[src/rtl/core/skf_pkg.sv]
// skf_pkg: shared types, widths and register map of the scalar Kalman filter.
// No dependencies; imported by every module of the block.
`default_nettype none

package skf_pkg;

    localparam int FRAC_BITS_DEF = 16;
    localparam int DATA_W        = 32;
    localparam int GAIN_BITS     = 16;
    localparam int R_W           = 24;
    localparam int Q_W           = 16;
    localparam int APB_ADDR_W    = 3;
    localparam int APB_DATA_W    = 32;

    localparam logic [APB_ADDR_W-1:0] ADDR_MEAS_NOISE = 3'd0;
    localparam logic [APB_ADDR_W-1:0] ADDR_PROC_NOISE = 3'd4;

    typedef logic signed [DATA_W-1:0] sample_t;
    typedef logic [DATA_W-1:0]        cov_t;
    typedef logic [GAIN_BITS-1:0]     gain_t;
    typedef logic [R_W-1:0]           rnoise_t;
    typedef logic [Q_W-1:0]           qnoise_t;

    // finished result offered by the core to the output stage
    typedef struct packed {
        logic    valid;
        sample_t estimate;
        gain_t   gain;
    } result_t;

endpackage

`default_nettype wire

[src/rtl/core/scalar_kalman_filter.sv]
// scalar_kalman_filter: top level with the APB register file and output stage.
// Uses skf_pkg and instantiates skf_core (which holds skf_gain_div).
//
// One-dimensional Kalman filter, unit observation gain. Each measurement item
// (signed Q16.16) yields one result item: the updated estimate and the gain
// K = P/(P+R) (unsigned Q0.16) used for it. Estimate and covariance P are zero
// after reset. Registers: meas_noise R at byte address 0 (24 bits, reset 0.5),
// process_noise Q at byte address 4 (16 bits, reset 0.001); write them only
// while the filter is idle. Sequence: the accepting edge loads the gain divider;
// out_valid rises after the iterations of the restoring gain divider, the step
// taking the gain, both passes of the shared multiplier, the covariance step and
// the handoff to the output register, which waits while that register is full
// and not drained; the next item can be accepted only after the handoff. The
// divider loop takes most of that time. With a zero denominator or a gain of
// one the divider answers at once, on the accepting edge itself.
// in_ready is high only while the core is idle; a finished result sits
// in the output register, so the next item may be accepted while it waits.
`default_nettype none

module scalar_kalman_filter #(
    parameter int FRAC_BITS = skf_pkg::FRAC_BITS_DEF
) (
    input  wire logic                           clk,
    input  wire logic                           rst_n,
    // APB configuration port
    input  wire logic                           psel,
    input  wire logic                           penable,
    input  wire logic                           pwrite,
    input  wire logic [skf_pkg::APB_ADDR_W-1:0] paddr,
    input  wire logic [skf_pkg::APB_DATA_W-1:0] pwdata,
    output logic [skf_pkg::APB_DATA_W-1:0]      prdata,
    output logic                                pready,
    // measurement channel
    input  wire logic                           in_valid,
    output logic                                in_ready,
    input  wire skf_pkg::sample_t               measurement,
    // result channel
    output logic                                out_valid,
    input  wire logic                           out_ready,
    output skf_pkg::sample_t                    estimate,
    output skf_pkg::gain_t                      gain
);
    import skf_pkg::*;

    // reset values: R = 0.5, Q = 0.001 rounded, in the chosen fraction width
    localparam rnoise_t R_RESET = R_W'(64'd1 << (FRAC_BITS - 1));
    localparam qnoise_t Q_RESET = Q_W'(((64'd1 << FRAC_BITS) + 64'd500) / 64'd1000);

    rnoise_t meas_noise_reg;
    qnoise_t process_noise_reg;
    logic    wr_en;

    logic    out_valid_reg;
    sample_t estimate_reg;
    gain_t   gain_reg;

    logic    core_idle;
    logic    core_start;
    logic    res_ready;
    result_t res;

    // register file: no wait states, write in the access phase
    assign pready = 1'b1;
    assign wr_en  = psel && penable && pwrite;

    always_ff @(posedge clk or negedge rst_n)
    begin
        if (!rst_n)
        begin
            meas_noise_reg    <= R_RESET;
            process_noise_reg <= Q_RESET;
        end
        else if (wr_en)
        begin
            case (paddr)
                ADDR_MEAS_NOISE: meas_noise_reg    <= pwdata[R_W-1:0];
                ADDR_PROC_NOISE: process_noise_reg <= pwdata[Q_W-1:0];
                default: ;
            endcase
        end
    end

    always_comb
    begin
        case (paddr)
            ADDR_MEAS_NOISE: prdata = {{(APB_DATA_W - R_W){1'b0}}, meas_noise_reg};
            ADDR_PROC_NOISE: prdata = {{(APB_DATA_W - Q_W){1'b0}}, process_noise_reg};
            default:         prdata = '0;
        endcase
    end

    // input handshake: an item enters whenever the sequencer is idle
    assign in_ready   = core_idle;
    assign core_start = in_valid && core_idle;

    skf_core u_core (
        .clk       (clk),
        .rst_n     (rst_n),
        .start     (core_start),
        .z         (measurement),
        .r         (meas_noise_reg),
        .q         (process_noise_reg),
        .idle      (core_idle),
        .res       (res),
        .res_ready (res_ready)
    );

    // output register: free when empty or being drained this cycle
    assign res_ready = !out_valid_reg || out_ready;

    always_ff @(posedge clk or negedge rst_n)
    begin
        if (!rst_n)
            out_valid_reg <= 1'b0;
        else if (res.valid && res_ready)
            out_valid_reg <= 1'b1;
        else if (out_ready)
            out_valid_reg <= 1'b0;
    end

    always_ff @(posedge clk)
    begin
        if (res.valid && res_ready)
        begin
            estimate_reg <= res.estimate;
            gain_reg     <= res.gain;
        end
    end

    assign out_valid = out_valid_reg;
    assign estimate  = estimate_reg;
    assign gain      = gain_reg;

endmodule

`default_nettype wire

[src/rtl/core/skf_gain_div.sv]
// skf_gain_div: restoring divider for the gain K = floor(P * 2^16 / (P + R)).
// One quotient bit per cycle; uses skf_pkg.
`default_nettype none

module skf_gain_div (
    input  wire logic                   clk,
    input  wire logic                   rst_n,
    input  wire logic                   start,
    input  wire skf_pkg::cov_t          num,
    input  wire logic [skf_pkg::DATA_W:0] den,
    output logic                        done,
    output skf_pkg::gain_t              quo
);
    import skf_pkg::*;

    localparam int CNT_W = $clog2(GAIN_BITS + 1);

    logic                busy_reg, busy_next;
    logic                done_reg, done_next;
    logic [CNT_W-1:0]    cnt_reg, cnt_next;
    logic [DATA_W:0]     rem_reg, rem_next;
    logic [DATA_W:0]     den_reg, den_next;
    gain_t               quo_reg, quo_next;
    logic [DATA_W+1:0]   trial;
    logic [DATA_W+1:0]   diff;

    assign trial = {rem_reg, 1'b0};
    assign diff  = trial - {1'b0, den_reg};

    always_comb
    begin
        busy_next = busy_reg;
        done_next = 1'b0;
        cnt_next  = cnt_reg;
        rem_next  = rem_reg;
        den_next  = den_reg;
        quo_next  = quo_reg;
        if (start)
        begin
            den_next = den;
            if (den == '0)
            begin
                // zero denominator: gain is zero
                quo_next = '0;
                done_next = 1'b1;
                busy_next = 1'b0;
            end
            else if ({1'b0, num} == den)
            begin
                // zero noise with nonzero P: gain of one saturates
                quo_next = '1;
                done_next = 1'b1;
                busy_next = 1'b0;
            end
            else
            begin
                rem_next  = {1'b0, num};
                quo_next  = '0;
                cnt_next  = CNT_W'(GAIN_BITS);
                busy_next = 1'b1;
            end
        end
        else if (busy_reg)
        begin
            if (!diff[DATA_W+1])
            begin
                rem_next = diff[DATA_W:0];
                quo_next = {quo_reg[GAIN_BITS-2:0], 1'b1};
            end
            else
            begin
                rem_next = trial[DATA_W:0];
                quo_next = {quo_reg[GAIN_BITS-2:0], 1'b0};
            end
            cnt_next = cnt_reg - 1'b1;
            if (cnt_reg == CNT_W'(1))
            begin
                busy_next = 1'b0;
                done_next = 1'b1;
            end
        end
    end

    always_ff @(posedge clk or negedge rst_n)
    begin
        if (!rst_n)
        begin
            busy_reg <= 1'b0;
            done_reg <= 1'b0;
            cnt_reg  <= '0;
        end
        else
        begin
            busy_reg <= busy_next;
            done_reg <= done_next;
            cnt_reg  <= cnt_next;
        end
    end

    always_ff @(posedge clk)
    begin
        rem_reg <= rem_next;
        den_reg <= den_next;
        quo_reg <= quo_next;
    end

    assign done = done_reg;
    assign quo  = quo_reg;

endmodule

`default_nettype wire

[src/rtl/core/skf_core.sv]
// skf_core: filter state, sequencer and the shared multiplier with rounding.
// Uses skf_pkg and instantiates skf_gain_div.
`default_nettype none

module skf_core (
    input  wire logic             clk,
    input  wire logic             rst_n,
    input  wire logic             start,
    input  wire skf_pkg::sample_t z,
    input  wire skf_pkg::rnoise_t r,
    input  wire skf_pkg::qnoise_t q,
    output logic                  idle,
    output skf_pkg::result_t      res,
    input  wire logic             res_ready
);
    import skf_pkg::*;

    localparam int MAG_W  = DATA_W + 1;
    localparam int MB_W   = GAIN_BITS + 1;
    localparam int PROD_W = MAG_W + MB_W;
    localparam int SUM_W  = DATA_W + 2;

    localparam logic [2:0] S_IDLE = 3'd0;
    localparam logic [2:0] S_DIV  = 3'd1;
    localparam logic [2:0] S_MULX = 3'd2;
    localparam logic [2:0] S_MULP = 3'd3;
    localparam logic [2:0] S_FIN  = 3'd4;
    localparam logic [2:0] S_DONE = 3'd5;

    localparam logic [MB_W-1:0]   GAIN_ONE = MB_W'(1) << GAIN_BITS;
    localparam logic [PROD_W-1:0] HALF     = PROD_W'(1) << (GAIN_BITS - 1);
    localparam logic signed [SUM_W-1:0] X_MAX = SUM_W'(32'sh7FFF_FFFF);
    localparam logic signed [SUM_W-1:0] X_MIN = -(SUM_W'(1) << (DATA_W - 1));

    logic [2:0]              state_reg, state_next;
    sample_t                 x_reg;
    cov_t                    p_reg;
    logic signed [MAG_W-1:0] diff_reg;
    logic [MAG_W-1:0]        mag_reg;
    logic                    neg_reg;
    gain_t                   k_reg;
    logic [PROD_W-1:0]       prod_reg;

    logic [MAG_W-1:0]        mul_a;
    logic [MB_W-1:0]         mul_b;
    logic [PROD_W-1:0]       product;
    logic [PROD_W-1:0]       rnd_sum;
    logic [MAG_W-1:0]        rnd;
    logic signed [SUM_W-1:0] x_sum;
    logic signed [SUM_W-1:0] corr_s;
    sample_t                 x_new;
    logic [SUM_W-1:0]        p_sum;
    cov_t                    p_new;

    logic                    div_start;
    logic                    div_done;
    gain_t                   div_quo;
    logic [DATA_W:0]         den;

    assign div_start = start && (state_reg == S_IDLE);
    assign den       = {1'b0, p_reg} + {{(DATA_W + 1 - R_W){1'b0}}, r};

    skf_gain_div u_div (
        .clk   (clk),
        .rst_n (rst_n),
        .start (div_start),
        .num   (p_reg),
        .den   (den),
        .done  (div_done),
        .quo   (div_quo)
    );

    // one multiplier: |z - x| * K, then P * (1 - K)
    always_comb
    begin
        if (state_reg == S_MULX)
        begin
            mul_a = mag_reg;
            mul_b = {1'b0, k_reg};
        end
        else
        begin
            mul_a = {1'b0, p_reg};
            mul_b = GAIN_ONE - {1'b0, k_reg};
        end
    end

    assign product = mul_a * mul_b;
    assign rnd_sum = prod_reg + HALF;
    assign rnd     = rnd_sum[GAIN_BITS +: MAG_W];

    // estimate update from the rounded correction, clamped to 32 bits
    always_comb
    begin
        corr_s = neg_reg ? -$signed({1'b0, rnd}) : $signed({1'b0, rnd});
        x_sum  = $signed({{(SUM_W - DATA_W){x_reg[DATA_W-1]}}, x_reg}) + corr_s;
        if (x_sum > X_MAX)
            x_new = X_MAX[DATA_W-1:0];
        else if (x_sum < X_MIN)
            x_new = X_MIN[DATA_W-1:0];
        else
            x_new = x_sum[DATA_W-1:0];
    end

    // covariance plus process noise, saturated
    always_comb
    begin
        p_sum = {1'b0, rnd} + {{(SUM_W - Q_W){1'b0}}, q};
        if (p_sum[SUM_W-1:DATA_W] != '0)
            p_new = '1;
        else
            p_new = p_sum[DATA_W-1:0];
    end

    always_comb
    begin
        state_next = state_reg;
        case (state_reg)
            S_IDLE: if (start) state_next = S_DIV;
            S_DIV:  if (div_done) state_next = S_MULX;
            S_MULX: state_next = S_MULP;
            S_MULP: state_next = S_FIN;
            S_FIN:  state_next = S_DONE;
            S_DONE: if (res_ready) state_next = S_IDLE;
            default: state_next = S_IDLE;
        endcase
    end

    always_ff @(posedge clk or negedge rst_n)
    begin
        if (!rst_n)
        begin
            state_reg <= S_IDLE;
            x_reg     <= '0;
            p_reg     <= '0;
        end
        else
        begin
            state_reg <= state_next;
            if (state_reg == S_MULP)
                x_reg <= x_new;
            if (state_reg == S_FIN)
                p_reg <= p_new;
        end
    end

    always_ff @(posedge clk)
    begin
        if (div_start)
            diff_reg <= $signed({z[DATA_W-1], z}) - $signed({x_reg[DATA_W-1], x_reg});
        if (state_reg == S_DIV)
        begin
            mag_reg <= diff_reg[MAG_W-1] ? MAG_W'(-diff_reg) : MAG_W'(diff_reg);
            neg_reg <= diff_reg[MAG_W-1];
            if (div_done)
                k_reg <= div_quo;
        end
        if (state_reg == S_MULX || state_reg == S_MULP)
            prod_reg <= product;
    end

    assign idle         = (state_reg == S_IDLE);
    assign res.valid    = (state_reg == S_DONE);
    assign res.estimate = x_reg;
    assign res.gain     = k_reg;

endmodule

`default_nettype wire
[config.mk]
export PLATFORM = sky130hd
export DESIGN_NAME = scalar_kalman_filter
export DESIGN_NICKNAME = d
export VERILOG_FILES = /design/src/rtl/core/skf_pkg.sv /design/src/rtl/core/scalar_kalman_filter.sv /design/src/rtl/core/skf_gain_div.sv /design/src/rtl/core/skf_core.sv
export SDC_FILE = /design/constraint.sdc
export NUM_CORES = 2
export LEC_CHECK = 0
export BUFFER_PORTS_ARGS = -buffer_cell sky130_fd_sc_hd__buf_2
export CAP_MARGIN = 10
export CORE_MARGIN = 1.5
export CORE_UTILIZATION = 55
export CTS_CLUSTER_DIAMETER = 120
export DETAILED_ROUTE_END_ITERATION = 8
export GPL_TIMING_DRIVEN = 0
export PLACE_DENSITY_LB_ADDON = 0.25
export RECOVER_POWER = 25
export SYNTH_ARGS = -nofsm -noshare
export SYNTH_HDL_FRONTEND = slang
export SYNTH_HIERARCHICAL = 1
export SYNTH_SLANG_ARGS = --single-unit
[constraint.sdc]
create_clock -name clk -period 11.55 [get_ports clk]
set_clock_uncertainty 0.05 [all_clocks]
set_input_delay 0.5775 -clock clk [delete_from_list [all_inputs] [get_ports clk]]
set_output_delay 0.5775 -clock clk [all_outputs]
set_load 0.01 [all_outputs]
## Word level (Yosys, flattened, before mapping)

Cells that the tools add are included.
Widths: inputs -> output; s select.

| word-level totals | value |
|---|---|
| bits in registers | 377 |
| input bits | 74 |
| output and inout port bits | 83 |

| cells by class | value |
|---|---|
| add/subtract/negate cells | 10 |
| $mul | 1 |
| magnitude comparators | 2 |
| eq/ne operators | 13 |
| mux-type cells | 38 |
| reduce and logical (&&, ||, !) cells | 19 |

Operators with widths:

| operator | count |
|---|---|
| $mux 33 | 6 |
| $mux 32 | 4 |
| $mux 16 | 4 |
| $add 49x16->49 const B | 1 |
| $mul 33x17->49 | 1 |
| $pmux 24 s2 | 1 |
| $add 32x34->34 | 1 |
| $add 33x16->34 | 1 |
| $gt 34x32->1 const B | 1 |
| $lt 34x32->1 const B | 1 |
| $mux 34 | 1 |
| $neg 33->34 | 1 |
| $sub 34x33->34 | 1 |
| $add 32x24->33 | 1 |
| $eq 32x33->1 | 1 |
| $logic_not 33->1 | 1 |
| $neg 33->33 | 1 |
| $sub 32x32->33 | 1 |
| $mux 5 | 4 |
| $pmux 3 s6 | 1 |
| $mux 17 | 1 |
| $sub 17x16->17 const A | 1 |
| $mux 1 | 13 |
| $eq 3x3->1 const B | 3 |
| other kinds (14) | 31 |

## Logic depth before layout (Yosys ltp)

| logic depth | value |
|---|---|
| word-level depth | 7 |
| gate-level depth with buffers | 34 |

## Hierarchy

Netlist, hierarchy kept.

By module, submodules not included:

| module | times used | cells an instance | area each (sq um) |
|---|---|---|---|
| skf_core | 1 | 3,548 | 31,313.8 |
| skf_gain_div | 1 | 624 | 6,094.6 |
| scalar_kalman_filter | 1 | 180 | 3,325.7 |

## Worst setup path before layout

Ideal clock, no wire load.

| timing | value |
|---|---|
| kind | register to register |
| from | reg u_core.state_reg[2] |
| to | reg u_core.prod_reg[44] (data pin) |
| setup time | 0.258 ns |
| arrival time | 9.591 ns |
| data required time | 11.242 ns |
| path slack | 1.652 ns |
| stages on the path, launching flop included | 32 |
| path buffers | 3 |
| clock period less this slack | 9.898 ns |
| cells stage by stage | dfrtp_1 > clkbuf_1 > nor2b_1 > nor2b_1 > clkbuf_1 > nor2_1 > xnor2_1 > clkbuf_1 > nand2_1 > fa_1 > inv_1 > fa_1 > inv_1 > fa_1 > inv_1 > fa_1 > fa_1 > inv_1 > fa_1 > inv_1 > ha_1 > a21oi_1 > o21ai_0 > a2111o_1 > o2111a_1 > a211o_1 > a21oi_1 > o21bai_1 > a2111o_1 > a31o_2 > a21oi_1 > xnor2_1 |

| between the ends | value |
|---|---|
| longest elaborated chain between the ends | 3 |
| elaborated cells between the ends (all ways) | 4 |

Ends and longest elaborated chain:

| what | RTL line | source |
|---|---|---|
| from (decl) | skf_core.sv:35 | `logic [2:0] state_reg, state_next;` |
| from (signal assigned) | skf_core.sv:139 | `state_reg <= state_next;` |
| $eq 3x2->1 (*) | skf_core.sv:76 | `if (state_reg == S_MULX)` |
| $mux 33 or $mux 17 (tied branches) | skf_core.sv:76 |  |
| $mul 33x17->49 (*) | skf_core.sv:88 | `assign product = mul_a * mul_b;` |
| named net u_core.product[44] | skf_core.sv:46 | `logic [PROD_W-1:0] product;` |
| to (signal assigned) | skf_core.sv:159 | `prod_reg <= product;` |
| to (decl) | skf_core.sv:42 | `logic [PROD_W-1:0] prod_reg;` |

The timed path passes the listed nets; every way through them passes the cells marked *.
A chain may end at the register's enable or synchronous reset.

## Worst setup path in the final report

Same ends and word-level chain as after synthesis.

==> results.md <==
* Row count at 99
* Max-slew violations at 94
* Vias/cell at 5.85
* Clock sinks at about 360
* First-pass GRT wire length at 188 mm
* Tot GR Track Use at 32.8%
* Vias at 32400
* Setup TNS at 0 ns
* Final Wtd Congestion at a little over 1
* Sequential-to-total area share from yosys stat at 25.3%
* Share of cells above drive strength 1 at 6.81%
* CP Class: register to register
* Post-Place Worst Slack at 0.772 ns
* Outcome: finished with violations
* Syn Area/Cell at 9.36 sq um
* Netlist cell types at 96
* Synth Register Bits at between 300 and 400
* Hold path startpoint: pwdata[18]
* Hold Vio Cnt, Final at 0
* Ys flop type: edfxtp_1
* Gr ovfl total at 0
* Tmin final at around 11 ns
* Crit Path Max Fanout at 10
* Pin count of the biggest net entering global routing at 94
* H-tree Lvls at 2
* CTS root buffer: clkbuf_16
* Commonest cells post-synth: inv_1 (696), nand2_1 (648), fa_1 (466), ha_1 (261), nor2_1 (258)
* Final setup margin at 0.581 ns
* Startpoint Class: register
* Top-count cell post-synth: inv_1
* Final nets at 5352
* Worst rel slew slack at -246%
* Critical path arrival at 11.25 ns
* PortBufs at approximately 140
* R2R Path Start: u_core/state_reg[2]$_DFFE_PN0P_
* Vias in the first global route at 31800
* Detailed-route wire length at 122 mm
* Worst-path clk slew at around 0.06 ns
* Clock Latency Late Sink at 0.59 ns
* Post-route clock period utilization at 95.0%
* CP Capture Type: register
* Die Wd at roughly 280 um
* RSZ-0062 raised after global routing: no
* Remaining DRCs at 6
* Synth top area share at 22.9%
* Die area at 75700 sq um
* Syn. warnings at 6
* Max FFs per register at 34
* Worst EP required at around 12 ns
* Clock Path Buffers at 3
* Initial antenna violation count at 3
* TritonCTS clock tree: yes
* Number of flops mapped to enable cells by yosys at 247
* Mapped Area at 40700 sq um
* Crit path max-delay cell type: xnor2_1
* Worst setup path startpoint: u_core/state_reg[2]$_DFFE_PN0P_
* Violated checks: design-rule violations, max-capacitance violations, max-slew violations
* CTS resizes at 0
* DP Wirelength at 99.8 mm
* Highest clock rate at 91.2 MHz
* Area Growth Syn to Fin at 8.59%
* Mapped Cells at around 4400
* First-pass DRT Iterations at 7
* Yosys top cell by area: fa_1
* Filler cell count at 6353
* Slew @ Worst Pin at just over 5 ns
* Ranking of synthesized cells by area: fa_1 (23%), edfxtp_1 (18%), ha_1 (8.0%)
* Max-Cap Viols at 1
* CP max stage delay at 0.88 ns
* Number of routed nets with antenna violations at 0
* Most frequent CP cell: fa_1
* Die Ht at roughly 280 um
* Wirelength per Cell at 22.0 um
* CTS Buf Count at 41
* FFs w/ async S/R, synth at 31.8%
* Tightest Hold Check Type: input pin to register
* Detailed Route Iter0 Violations at around 3200
* Initial Utilization at between 50% and 60%
* Final setup vio count at 0
* Ports at around 160
* Area of the core at 73100 sq um
-- logic make-up (layout without fill, tap and decap cells) --
family,count (synthesis),in the layout,share of synthesized area (%)
muxes,93,93,2.42
xor gates and xnor gates,321,321,6.94
adders and majority gates,727,727,30.9
buffers and inverters,861,1085,8.53
DFF,362,362,25.3
AOI/OAI and AO/OA,654,654,10.9
and+or+nand+nor,1332,1332,15.0
other,2,11,0.0184
-- stage by stage --
stage / instance area [sq um] / std cells / util [%] / hold slack (ns)
after detailed placement: 42800 / 5466 / 58.6 / 0.355
after CTS: 44300 / 5542 / 60.6 / 0.151
after floorplan: 40800 / 4359 / - / 0.232
final: 44200 / 5544 / 60.5 / 0.165
after global routing: 44200 / 5542 / 60.5 / 0.153
after global placement: 42700 / 5457 / 58.4 / 0.352
-- path summary, 6_finish.rpt --
path | end | slack [ns] | cells past startpoint
setup reg to reg | u_core/prod_reg[44]$_DFFE_PP_ | 0.58 | 31
hold / removal | meas_noise_reg[18]$_DFFE_PN0P_ | 0.16 | 2
max in group asynchronous | u_core/p_reg[24]$_DFFE_PN0P_ | 5.05 | 3
hold reg to reg | u_core/k_reg[15]$_DFFE_PP_ | 0.37 | 0
min in group asynchronous | u_core/x_reg[12]$_DFFE_PN0N_ | 0.78 | 2
setup / recovery | u_core/prod_reg[44]$_DFFE_PP_ | 0.58 | 31
-- cell type report --
class	instances	area [sq um]	area share, %
Multi-Input combinational cell	3136	27000	61.0
Sequential cell	362	10300	23.3
Inverter	696	2610	5.91
Tap cell	959	1200	2.71
Clock buffer	53	1160	2.61
Buffer	165	848	1.92
Timing Repair Buffer	149	825	1.86
Clock inverter	22	289	0.653
Antenna cell	2	5.00	0.0113
-- critical path, delay by kind of cell (launching register included) --
family / cells / cell delay, ns
fa+ha+maj: 7 / 3.38
simple gates: 4 / 1.19
buf+inv: 8 / 1.62
compound gates: 10 / 2.96
xor+xnor: 2 / 1.13
flops: 1 / 0.36
-- routing by layer --
| metal | vias up | share of wire, % | track usage, % |
|---|---|---|---|
| met5 | - | 0.0090 | 0 |
| met4 | 2 | 4.9 | 14.0 |
| met3 | 290 | 10 | 7.44 |
| met2 | 1561 | 44 | 50.4 |
| met1 | 15900 | 41 | 44.9 |
| li1 | 14700 | - | - |
-- layout by cell type (no fill, tap or decap), types with 26 or more instances in the layout --
cell	count
dfrtp_1	112
a21o_1	72
fa_1	466
clkbuf_1	120
a21oi_1	136
o21ai_0	157
a221o_1	32
xor2_1	103
xnor2_1	216
nand3_1	47
ha_1	261
and3_1	41
nor2b_1	26
nor3_1	65
mux2i_1	49
clkbuf_16	45
mux2_1	31
edfxtp_1	247
o22a_1	32
nand4_1	27
nor2_1	258
buf_2	150
and2_1	73
nand2b_1	33
inv_1	696
nand2_1	648
o21a_1	43
-- what timing repair did --
| item | CTS | global route |
|---|---|---|
| endpoints found under the hold margin | 22 | 0 |
| hold buffers | 1 | 0 |
| setup buffers | 0 | 0 |
Power is not shown: default switching activity piles up to over one toggle a cycle in this logic, so the estimate is an artifact.
